## config.mk

```make
export PLATFORM = sky130hd
export DESIGN_NAME = pid_controller_antiwindup
export DESIGN_NICKNAME = d
export VERILOG_FILES = /design/src/hw/rtl/pidaw_pkg.sv /design/src/hw/rtl/pidaw_core.sv /design/src/hw/rtl/pid_controller_antiwindup.sv
export SDC_FILE = /design/constraint.sdc
export NUM_CORES = 2
export LEC_CHECK = 0
export BUFFER_PORTS_ARGS = -buffer_cell sky130_fd_sc_hd__buf_4
export CAP_MARGIN = 20
export CORE_AREA = 2 2 372 374
export DETAILED_ROUTE_END_ITERATION = 6
export DIE_AREA = 0 0 374 376
export SLEW_MARGIN = 20
export SYNTH_ARGS = -nofsm -noshare
export SYNTH_HDL_FRONTEND = slang
export SYNTH_SLANG_ARGS = --single-unit
```

## constraint.sdc

```tcl
create_clock -name clk_i -period 16.5 [get_ports clk_i]
set_input_delay 1.65 -clock clk_i [delete_from_list [all_inputs] [get_ports clk_i]]
set_output_delay 1.65 -clock clk_i [all_outputs]
set_load 0.01 [all_outputs]
```

## src/hw/rtl/pidaw_pkg.sv

```systemverilog
// ----------------------------------------------------------------------------
// pidaw_pkg
// Shared widths, codes, reset values and word types for the PID regulator
// with derivative on measurement and integral anti-windup.
// ----------------------------------------------------------------------------
package pidaw_pkg;

  localparam int DATA_WIDTH     = 16;
  localparam int GAIN_WIDTH     = 16;
  localparam int TIME_WIDTH     = 32;
  localparam int CFG_WIDTH      = 32;
  localparam int CFG_IDX_WIDTH  = 3;
  localparam int FRAC_BITS_DEF  = 8;

  localparam logic [GAIN_WIDTH-1:0]        GAIN_RST    = '0;
  localparam logic signed [DATA_WIDTH-1:0] OUT_MIN_RST = '0;
  localparam logic signed [DATA_WIDTH-1:0] OUT_MAX_RST = DATA_WIDTH'(255);
  localparam logic [TIME_WIDTH-1:0]        PERIOD_RST  = TIME_WIDTH'(100);

  typedef enum logic [1:0] {
    CMD_COMPUTE = 2'd0,
    CMD_AUTO    = 2'd1,
    CMD_MANUAL  = 2'd2,
    CMD_CLEAR   = 2'd3
  } cmd_e;

  typedef enum logic [CFG_IDX_WIDTH-1:0] {
    CFG_KP      = 3'd0,
    CFG_KI      = 3'd1,
    CFG_KD      = 3'd2,
    CFG_REVERSE = 3'd3,
    CFG_OUT_MIN = 3'd4,
    CFG_OUT_MAX = 3'd5,
    CFG_PERIOD  = 3'd6
  } cfg_idx_e;

  typedef struct packed {
    cmd_e                          command;
    logic [TIME_WIDTH-1:0]         now;
    logic signed [DATA_WIDTH-1:0]  measurement;
    logic signed [DATA_WIDTH-1:0]  target;
    logic signed [DATA_WIDTH-1:0]  current_output;
  } in_word_t;

  typedef struct packed {
    logic signed [DATA_WIDTH-1:0]  control_output;
    logic                          updated;
    logic                          auto_mode;
  } out_word_t;

  typedef struct packed {
    logic [GAIN_WIDTH-1:0]         kp_gain;
    logic [GAIN_WIDTH-1:0]         ki_gain;
    logic [GAIN_WIDTH-1:0]         kd_gain;
    logic                          reverse_direction;
    logic signed [DATA_WIDTH-1:0]  out_min;
    logic signed [DATA_WIDTH-1:0]  out_max;
    logic [TIME_WIDTH-1:0]         sample_period;
  } cfg_t;

  typedef struct packed {
    logic signed [DATA_WIDTH-1:0]  prev_meas;
    logic [TIME_WIDTH-1:0]         prev_time;
    logic                          first_due;
    logic                          auto_on;
  } ctrl_state_t;

endpackage

```

## src/hw/rtl/pidaw_core.sv

```systemverilog
// ----------------------------------------------------------------------------
// pidaw_core
// Single pass update: gains, error terms, integral clamp, output clamp and
// floor, plus the mode and timing state for the next word.
// ----------------------------------------------------------------------------
module pidaw_core #(
  parameter int FRAC_BITS = pidaw_pkg::FRAC_BITS_DEF
) (
  input  pidaw_pkg::in_word_t                                 item_i,
  input  pidaw_pkg::cfg_t                                     cfg_i,
  input  pidaw_pkg::ctrl_state_t                              state_i,
  input  logic signed [pidaw_pkg::DATA_WIDTH+FRAC_BITS-1:0]   integ_i,
  output pidaw_pkg::ctrl_state_t                              state_o,
  output logic signed [pidaw_pkg::DATA_WIDTH+FRAC_BITS-1:0]   integ_o,
  output pidaw_pkg::out_word_t                                result_o
);

  localparam int DW  = pidaw_pkg::DATA_WIDTH;
  localparam int IW  = DW + FRAC_BITS;
  localparam int GSW = pidaw_pkg::GAIN_WIDTH + 1;
  localparam int ESW = DW + 1;
  localparam int PW  = GSW + ESW;
  localparam int SW  = PW + 2;

  // upper limit tested first
  function automatic logic signed [IW-1:0] clamp_lim(
    input logic signed [SW-1:0] v,
    input logic signed [SW-1:0] hi,
    input logic signed [SW-1:0] lo
  );
    logic signed [SW-1:0] r;
    if (v > hi) begin
      r = hi;
    end else if (v < lo) begin
      r = lo;
    end else begin
      r = v;
    end
    return r[IW-1:0];
  endfunction

  logic signed [GSW-1:0] kp_s, ki_s, kd_s;
  logic signed [ESW-1:0] err, dmeas;
  logic signed [PW-1:0]  p_term, i_term, d_term;
  logic signed [IW-1:0]  hi_sc, lo_sc, cur_sc;
  logic signed [SW-1:0]  hi_w, lo_w;
  logic signed [IW-1:0]  integ_new, seed, sum_cl;
  logic signed [SW-1:0]  sum;
  logic [pidaw_pkg::TIME_WIDTH-1:0] elapsed;
  logic                  fire;

  always_comb begin
    kp_s = $signed({1'b0, cfg_i.kp_gain});
    ki_s = $signed({1'b0, cfg_i.ki_gain});
    kd_s = $signed({1'b0, cfg_i.kd_gain});
    if (cfg_i.reverse_direction) begin
      kp_s = -kp_s;
      ki_s = -ki_s;
      kd_s = -kd_s;
    end
  end

  assign err    = ESW'(item_i.target) - ESW'(item_i.measurement);
  assign dmeas  = ESW'(item_i.measurement) - ESW'(state_i.prev_meas);

  assign p_term = PW'(kp_s) * PW'(err);
  assign i_term = PW'(ki_s) * PW'(err);
  assign d_term = PW'(kd_s) * PW'(dmeas);

  assign hi_sc  = $signed({cfg_i.out_max, {FRAC_BITS{1'b0}}});
  assign lo_sc  = $signed({cfg_i.out_min, {FRAC_BITS{1'b0}}});
  assign cur_sc = $signed({item_i.current_output, {FRAC_BITS{1'b0}}});
  assign hi_w   = SW'(hi_sc);
  assign lo_w   = SW'(lo_sc);

  assign integ_new = clamp_lim(SW'(integ_i) + SW'(i_term), hi_w, lo_w);
  assign sum       = SW'(p_term) + SW'(integ_new) - SW'(d_term);
  assign sum_cl    = clamp_lim(sum, hi_w, lo_w);
  assign seed      = clamp_lim(SW'(cur_sc), hi_w, lo_w);

  assign elapsed = item_i.now - state_i.prev_time;
  assign fire    = (item_i.command == pidaw_pkg::CMD_COMPUTE) && state_i.auto_on &&
                   (state_i.first_due || (elapsed >= cfg_i.sample_period));

  always_comb begin
    state_o = state_i;
    integ_o = integ_i;
    case (item_i.command)
      pidaw_pkg::CMD_COMPUTE: begin
        if (fire) begin
          integ_o           = integ_new;
          state_o.prev_meas = item_i.measurement;
          state_o.prev_time = item_i.now;
          state_o.first_due = 1'b0;
        end
      end
      pidaw_pkg::CMD_AUTO: begin
        if (!state_i.auto_on) begin
          integ_o           = seed;
          state_o.prev_meas = item_i.measurement;
        end
        state_o.auto_on = 1'b1;
      end
      pidaw_pkg::CMD_MANUAL: begin
        state_o.auto_on = 1'b0;
      end
      pidaw_pkg::CMD_CLEAR: begin
        integ_o = '0;
      end
      default: begin
        state_o = state_i;
      end
    endcase
  end

  // arithmetic floor of the clamped sum, zero when no update fires
  assign result_o.control_output = fire ? sum_cl[FRAC_BITS +: DW] : '0;
  assign result_o.updated        = fire;
  assign result_o.auto_mode      = state_o.auto_on;

endmodule

```

## src/hw/rtl/pid_controller_antiwindup.sv

```systemverilog
// ----------------------------------------------------------------------------
// pid_controller_antiwindup
// PID regulator with derivative on measurement, integral clamp and output
// clamp, one result word for every input word.
// ----------------------------------------------------------------------------
// Takes one word per clock while the output side is not stalled, and returns
// one result word per input word: the word is captured in an input register,
// passes once through the three 17x17 multipliers, the integral clamp and
// the output clamp, and lands in the result register together with the
// updated integral, mode and timing state.
// A stalled output register holds the input side after one more word.
// The user must write registers through the config port only while no word
// is in flight; the block itself does not enforce this.
// ----------------------------------------------------------------------------
module pid_controller_antiwindup #(
  parameter int FRAC_BITS = pidaw_pkg::FRAC_BITS_DEF
) (
  input  logic                                   clk_i,
  input  logic                                   rst_ni,
  input  logic                                   in_valid_i,
  output logic                                   in_ready_o,
  input  pidaw_pkg::in_word_t                    in_data_i,
  output logic                                   out_valid_o,
  input  logic                                   out_ready_i,
  output pidaw_pkg::out_word_t                   out_data_o,
  input  logic                                   cfg_we_i,
  input  logic [pidaw_pkg::CFG_IDX_WIDTH-1:0]    cfg_idx_i,
  input  logic [pidaw_pkg::CFG_WIDTH-1:0]        cfg_wdata_i
);

  localparam int DW = pidaw_pkg::DATA_WIDTH;
  localparam int IW = DW + FRAC_BITS;
  localparam int GW = pidaw_pkg::GAIN_WIDTH;
  localparam int TW = pidaw_pkg::TIME_WIDTH;

  pidaw_pkg::cfg_t        cfg_q;
  pidaw_pkg::ctrl_state_t state_q, state_d;
  logic signed [IW-1:0]   integ_q, integ_d;
  pidaw_pkg::in_word_t    in_q;
  logic                   in_valid_q;
  pidaw_pkg::out_word_t   out_q, res_d;
  logic                   out_valid_q;
  logic                   adv;

  assign adv        = in_valid_q && (!out_valid_q || out_ready_i);
  assign in_ready_o = !in_valid_q || adv;

  // config registers
  always_ff @(posedge clk_i or negedge rst_ni) begin
    if (!rst_ni) begin
      cfg_q.kp_gain           <= pidaw_pkg::GAIN_RST;
      cfg_q.ki_gain           <= pidaw_pkg::GAIN_RST;
      cfg_q.kd_gain           <= pidaw_pkg::GAIN_RST;
      cfg_q.reverse_direction <= 1'b0;
      cfg_q.out_min           <= pidaw_pkg::OUT_MIN_RST;
      cfg_q.out_max           <= pidaw_pkg::OUT_MAX_RST;
      cfg_q.sample_period     <= pidaw_pkg::PERIOD_RST;
    end else if (cfg_we_i) begin
      case (cfg_idx_i)
        pidaw_pkg::CFG_KP:      cfg_q.kp_gain           <= cfg_wdata_i[GW-1:0];
        pidaw_pkg::CFG_KI:      cfg_q.ki_gain           <= cfg_wdata_i[GW-1:0];
        pidaw_pkg::CFG_KD:      cfg_q.kd_gain           <= cfg_wdata_i[GW-1:0];
        pidaw_pkg::CFG_REVERSE: cfg_q.reverse_direction <= cfg_wdata_i[0];
        pidaw_pkg::CFG_OUT_MIN: cfg_q.out_min           <= $signed(cfg_wdata_i[DW-1:0]);
        pidaw_pkg::CFG_OUT_MAX: cfg_q.out_max           <= $signed(cfg_wdata_i[DW-1:0]);
        pidaw_pkg::CFG_PERIOD:  cfg_q.sample_period     <= cfg_wdata_i[TW-1:0];
        default: begin
        end
      endcase
    end
  end

  // input register
  always_ff @(posedge clk_i or negedge rst_ni) begin
    if (!rst_ni) begin
      in_valid_q <= 1'b0;
    end else begin
      in_valid_q <= (in_valid_i && in_ready_o) || (in_valid_q && !adv);
    end
  end

  always_ff @(posedge clk_i) begin
    if (in_valid_i && in_ready_o) begin
      in_q <= in_data_i;
    end
  end

  pidaw_core #(
    .FRAC_BITS (FRAC_BITS)
  ) u_core (
    .item_i   (in_q),
    .cfg_i    (cfg_q),
    .state_i  (state_q),
    .integ_i  (integ_q),
    .state_o  (state_d),
    .integ_o  (integ_d),
    .result_o (res_d)
  );

  // controller state
  always_ff @(posedge clk_i or negedge rst_ni) begin
    if (!rst_ni) begin
      state_q.prev_meas <= '0;
      state_q.prev_time <= '0;
      state_q.first_due <= 1'b1;
      state_q.auto_on   <= 1'b0;
      integ_q           <= '0;
    end else if (adv) begin
      state_q <= state_d;
      integ_q <= integ_d;
    end
  end

  // result register
  always_ff @(posedge clk_i or negedge rst_ni) begin
    if (!rst_ni) begin
      out_valid_q <= 1'b0;
    end else begin
      out_valid_q <= adv || (out_valid_q && !out_ready_i);
    end
  end

  always_ff @(posedge clk_i) begin
    if (adv) begin
      out_q <= res_d;
    end
  end

  assign out_valid_o = out_valid_q;
  assign out_data_o  = out_q;

  a_upd_auto : assert property (@(posedge clk_i) disable iff (!rst_ni)
    out_valid_o && out_data_o.updated |-> out_data_o.auto_mode)
    else $error("result updated outside automatic mode");

  a_idle_zero : assert property (@(posedge clk_i) disable iff (!rst_ni)
    out_valid_o && !out_data_o.updated |-> out_data_o.control_output == '0)
    else $error("non-zero output without a computation");

  a_first_due : assert property (@(posedge clk_i) disable iff (!rst_ni)
    $fell(state_q.first_due) |-> $past(adv && res_d.updated))
    else $error("first-due flag cleared without a computation");

  a_stall_full : assert property (@(posedge clk_i) disable iff (!rst_ni)
    !in_ready_o |-> in_valid_q && out_valid_q && !out_ready_i)
    else $error("input side stalled without a full pipeline");

endmodule
```

==> flow_metrics.py <==
metrics = {
    "run_status": {
        "status": "finished with violations",
        "violations": "setup timing",
    },
    "flow_run": {
        "maxCapViolCount": 0,
    },
    "placed_design": {
        "gp_congestion": 0.9723,
        "place_ws_ns": -1.809,
        "hpwl_mm": 147.4,
        "port_buffers": 141,
        "place_area_um2": 62490,
    },
    "synthesis": {
        "synth_seq_area_share": 0.1425,
        "synth_fa_ha_area_frac": 0.4903,
        "yosys_register_bits": 289,
        "yosysTopAreaCellShare": 0.3769,
        "synth-xor-area-share": 0.03732,
        "synth_edf_count": 100,
        "synth_area_leaders": "fa_1 (38%), ha_1 (11%), inv_1 (9.0%)",
        "yosysMostFrequentCell": "inv_1",
        "avgSynthCellArea_um2": 9.545,
        "synth_flop_cell": "dfrtp_1",
        "synth_top_family_by_area": "adder cells",
        "synth_nets": 7337,
        "synth-compound-area-share": 0.07866,
        "syn_inst": 5698,
        "ys_async_sr_fraction": 0.6540,
        "yosysTopAreaCell": "fa_1",
        "ys_types": 99,
        "yosys.area_share.simple": 0.1135,
        "synth.area.mux_share": 0.03504,
        "netlist_area_um2": 54390,
        "synthTopCellsByCount": "inv_1 (1310), fa_1 (1024), nand2_1 (583)",
        "yosysWarnings": 0,
    },
    "clocking": {
        "root_buffer": "clkbuf_16",
        "cts_made_buffers": 39,
        "cts_buffer_depth": 3,
        "htreeDepth": 2,
        "cts_tree": "built",
        "clock_latency_ns": 0.64,
        "holdBufCountCts": 0,
        "cts_sinks": 289,
        "clk_pin_slew_ns": 0.07,
    },
    "timing": {
        "maxSlewViolCount": 0,
        "skew_ns": 0.05437,
        "period_minus_slack_ns": 18.11,
        "fmax_mhz": 55.21,
        "finalSetupViolations": 16,
        "worst_pin_slew_ns": 1.188,
        "slew_headroom": 0.2056,
        "rsz0062_at_grt": "yes",
        "fin_crit_sh": 1.098,
        "hold_violations": 0,
        "final.setup.worst_slack_ns": -1.613,
    },
    "global_route": {
        "grt.overflow.total": 0,
        "grt_usage": 0.2528,
        "grt_max_degree": 67,
        "antenna_found_initial": 11,
        "grt_first_pass_wirelength_mm": 268.9,
        "first_global_vias": 45100,
    },
    "drt": {
        "antenna_left": 0,
        "via_count": 42730,
        "dr.pass1.iters": 6,
        "routed_wl_mm": 175.3,
        "via_per_inst": 5.170,
        "wl_per_cell_um": 21.21,
        "drtIter0Drc": 2754,
        "drc": 0,
    },
    "setup_path": {
        "critPathRequiredTime_ns": 16.84,
        "cpPeakStageDelay_ns": 0.59,
        "arrival_ns": 18.45,
        "endpoint_kind": "flop",
        "cp_slowest_cell": "fa_1",
        "critPathKind": "flop to flop",
        "cp_common_cell": "fa_1",
        "worst-path-max-fanout": 7,
        "worstSetupStartpointType": "flop",
    },
    "floorplanning": {
        "io_pins": 142,
        "rows": 136,
        "initial_utilization": 0.3980,
        "chipHeight_um": 376,
        "die_w_um": 374,
        "die_area_um2": 140600,
        "coreArea_um2": 136600,
    },
    "finish": {
        "fin_area_um2": 65510,
        "nets": 8056,
        "layout-drive-gt1-share": 0.2036,
        "syn_to_final_growth_pct": 20.46,
        "final_util": 0.4795,
    },
    "worst_hold_path": {
        "min_path_type": "flop to flop",
    },
}
[final cells by class]
cell class / instances / area (um^2)
well taps: 1794 / 2245
diodes: 22 / 55.05
repair buffers: 833 / 6623
multi-input cells: 3942 / 42540
clock buffers: 49 / 1065
fillers: 12880 / 71130
inverters: 1312 / 4930
flip-flops and latches: 289 / 7747
clock inverters: 23 / 310.3
[worst max-delay path, delay by kind of cell (launching register included)]
kind	cells	cell delay (ns)
adder cells (fa/ha/maj)	20	8.50
AO/OA/AOI/OAI	28	5.49
XOR/XNOR	1	0.24
AND/OR/NAND/NOR	9	1.55
buffers and inverters	16	1.64
flip-flops	1	0.40
[timing repair]
action                     CTS  global route
setup endpoints to repair   16            16
resized for setup          136            66
cloned                       6             0
pin swaps                   57            64
setup buffers               42            17
[metal layers]
layer,vias up,share of wire,global-route usage
li1,19180,-,-
met1,21800,0.40,0.3181
met2,1432,0.48,0.4221
met3,308,0.071,0.04879
met4,6,0.046,0.1136
met5,-,0.00022,0
[through the flow]
| stage | hold slack, ns | instances | TNS [ns] |
|---|---|---|---|
| after floorplan | 0.4559 | 5698 | -8.260 |
| after global placement | 0.4700 | 8106 | -24.11 |
| after detailed placement | 0.4754 | 8106 | -27.91 |
| after CTS | 0.4879 | 8225 | -22.07 |
| after global routing | 0.4981 | 8251 | -33.91 |
| final | 0.4839 | 8264 | -25.10 |
[placed cells by master, fill, tap and decap left out, types with 70 or more instances in the layout]
master    count
ha_1        469
inv_1      1294
a21o_1       91
dfrtp_1     177
nor2_1      453
nand2b_1     70
nand2_1     578
a21oi_1      99
o21ai_0     101
fa_1       1011
xnor2_1     124
edfxtp_1    100
buf_4       790
mux2_2      127
[registers in the layout (all words and copies together) (netlist names)]
signal	count
integ_q	24
in_q	82
cfg_q	113
out_data_o	18
out_valid_o	1
in_valid_q	1
state_q	50
[path summary, 6_finish.rpt]
kind | startpoint | to | slack, ns | cells past startpoint
min in group asynchronous | rst_ni | state_q[3] | 1.00 | 1
min | state_q[7] | state_q[7] | 0.48 | 1
max reg2reg | in_q[32] | out_data_o[5] | -1.61 | 74
max | in_q[32] | out_data_o[5] | -1.61 | 74
max in group asynchronous | rst_ni | cfg_q[48] | 13.24 | 3
min reg2reg | state_q[7] | state_q[7] | 0.48 | 1
[kinds of logic after synthesis]
logic type	Yosys count
compound gates	612
flops	289
xor+xnor	227
buf+inv	1468
fa+ha+maj	1517
simple gates	1412
mux	173
Power is not shown: default switching activity piles up to over one toggle a cycle in this logic, so the estimate is an artifact.
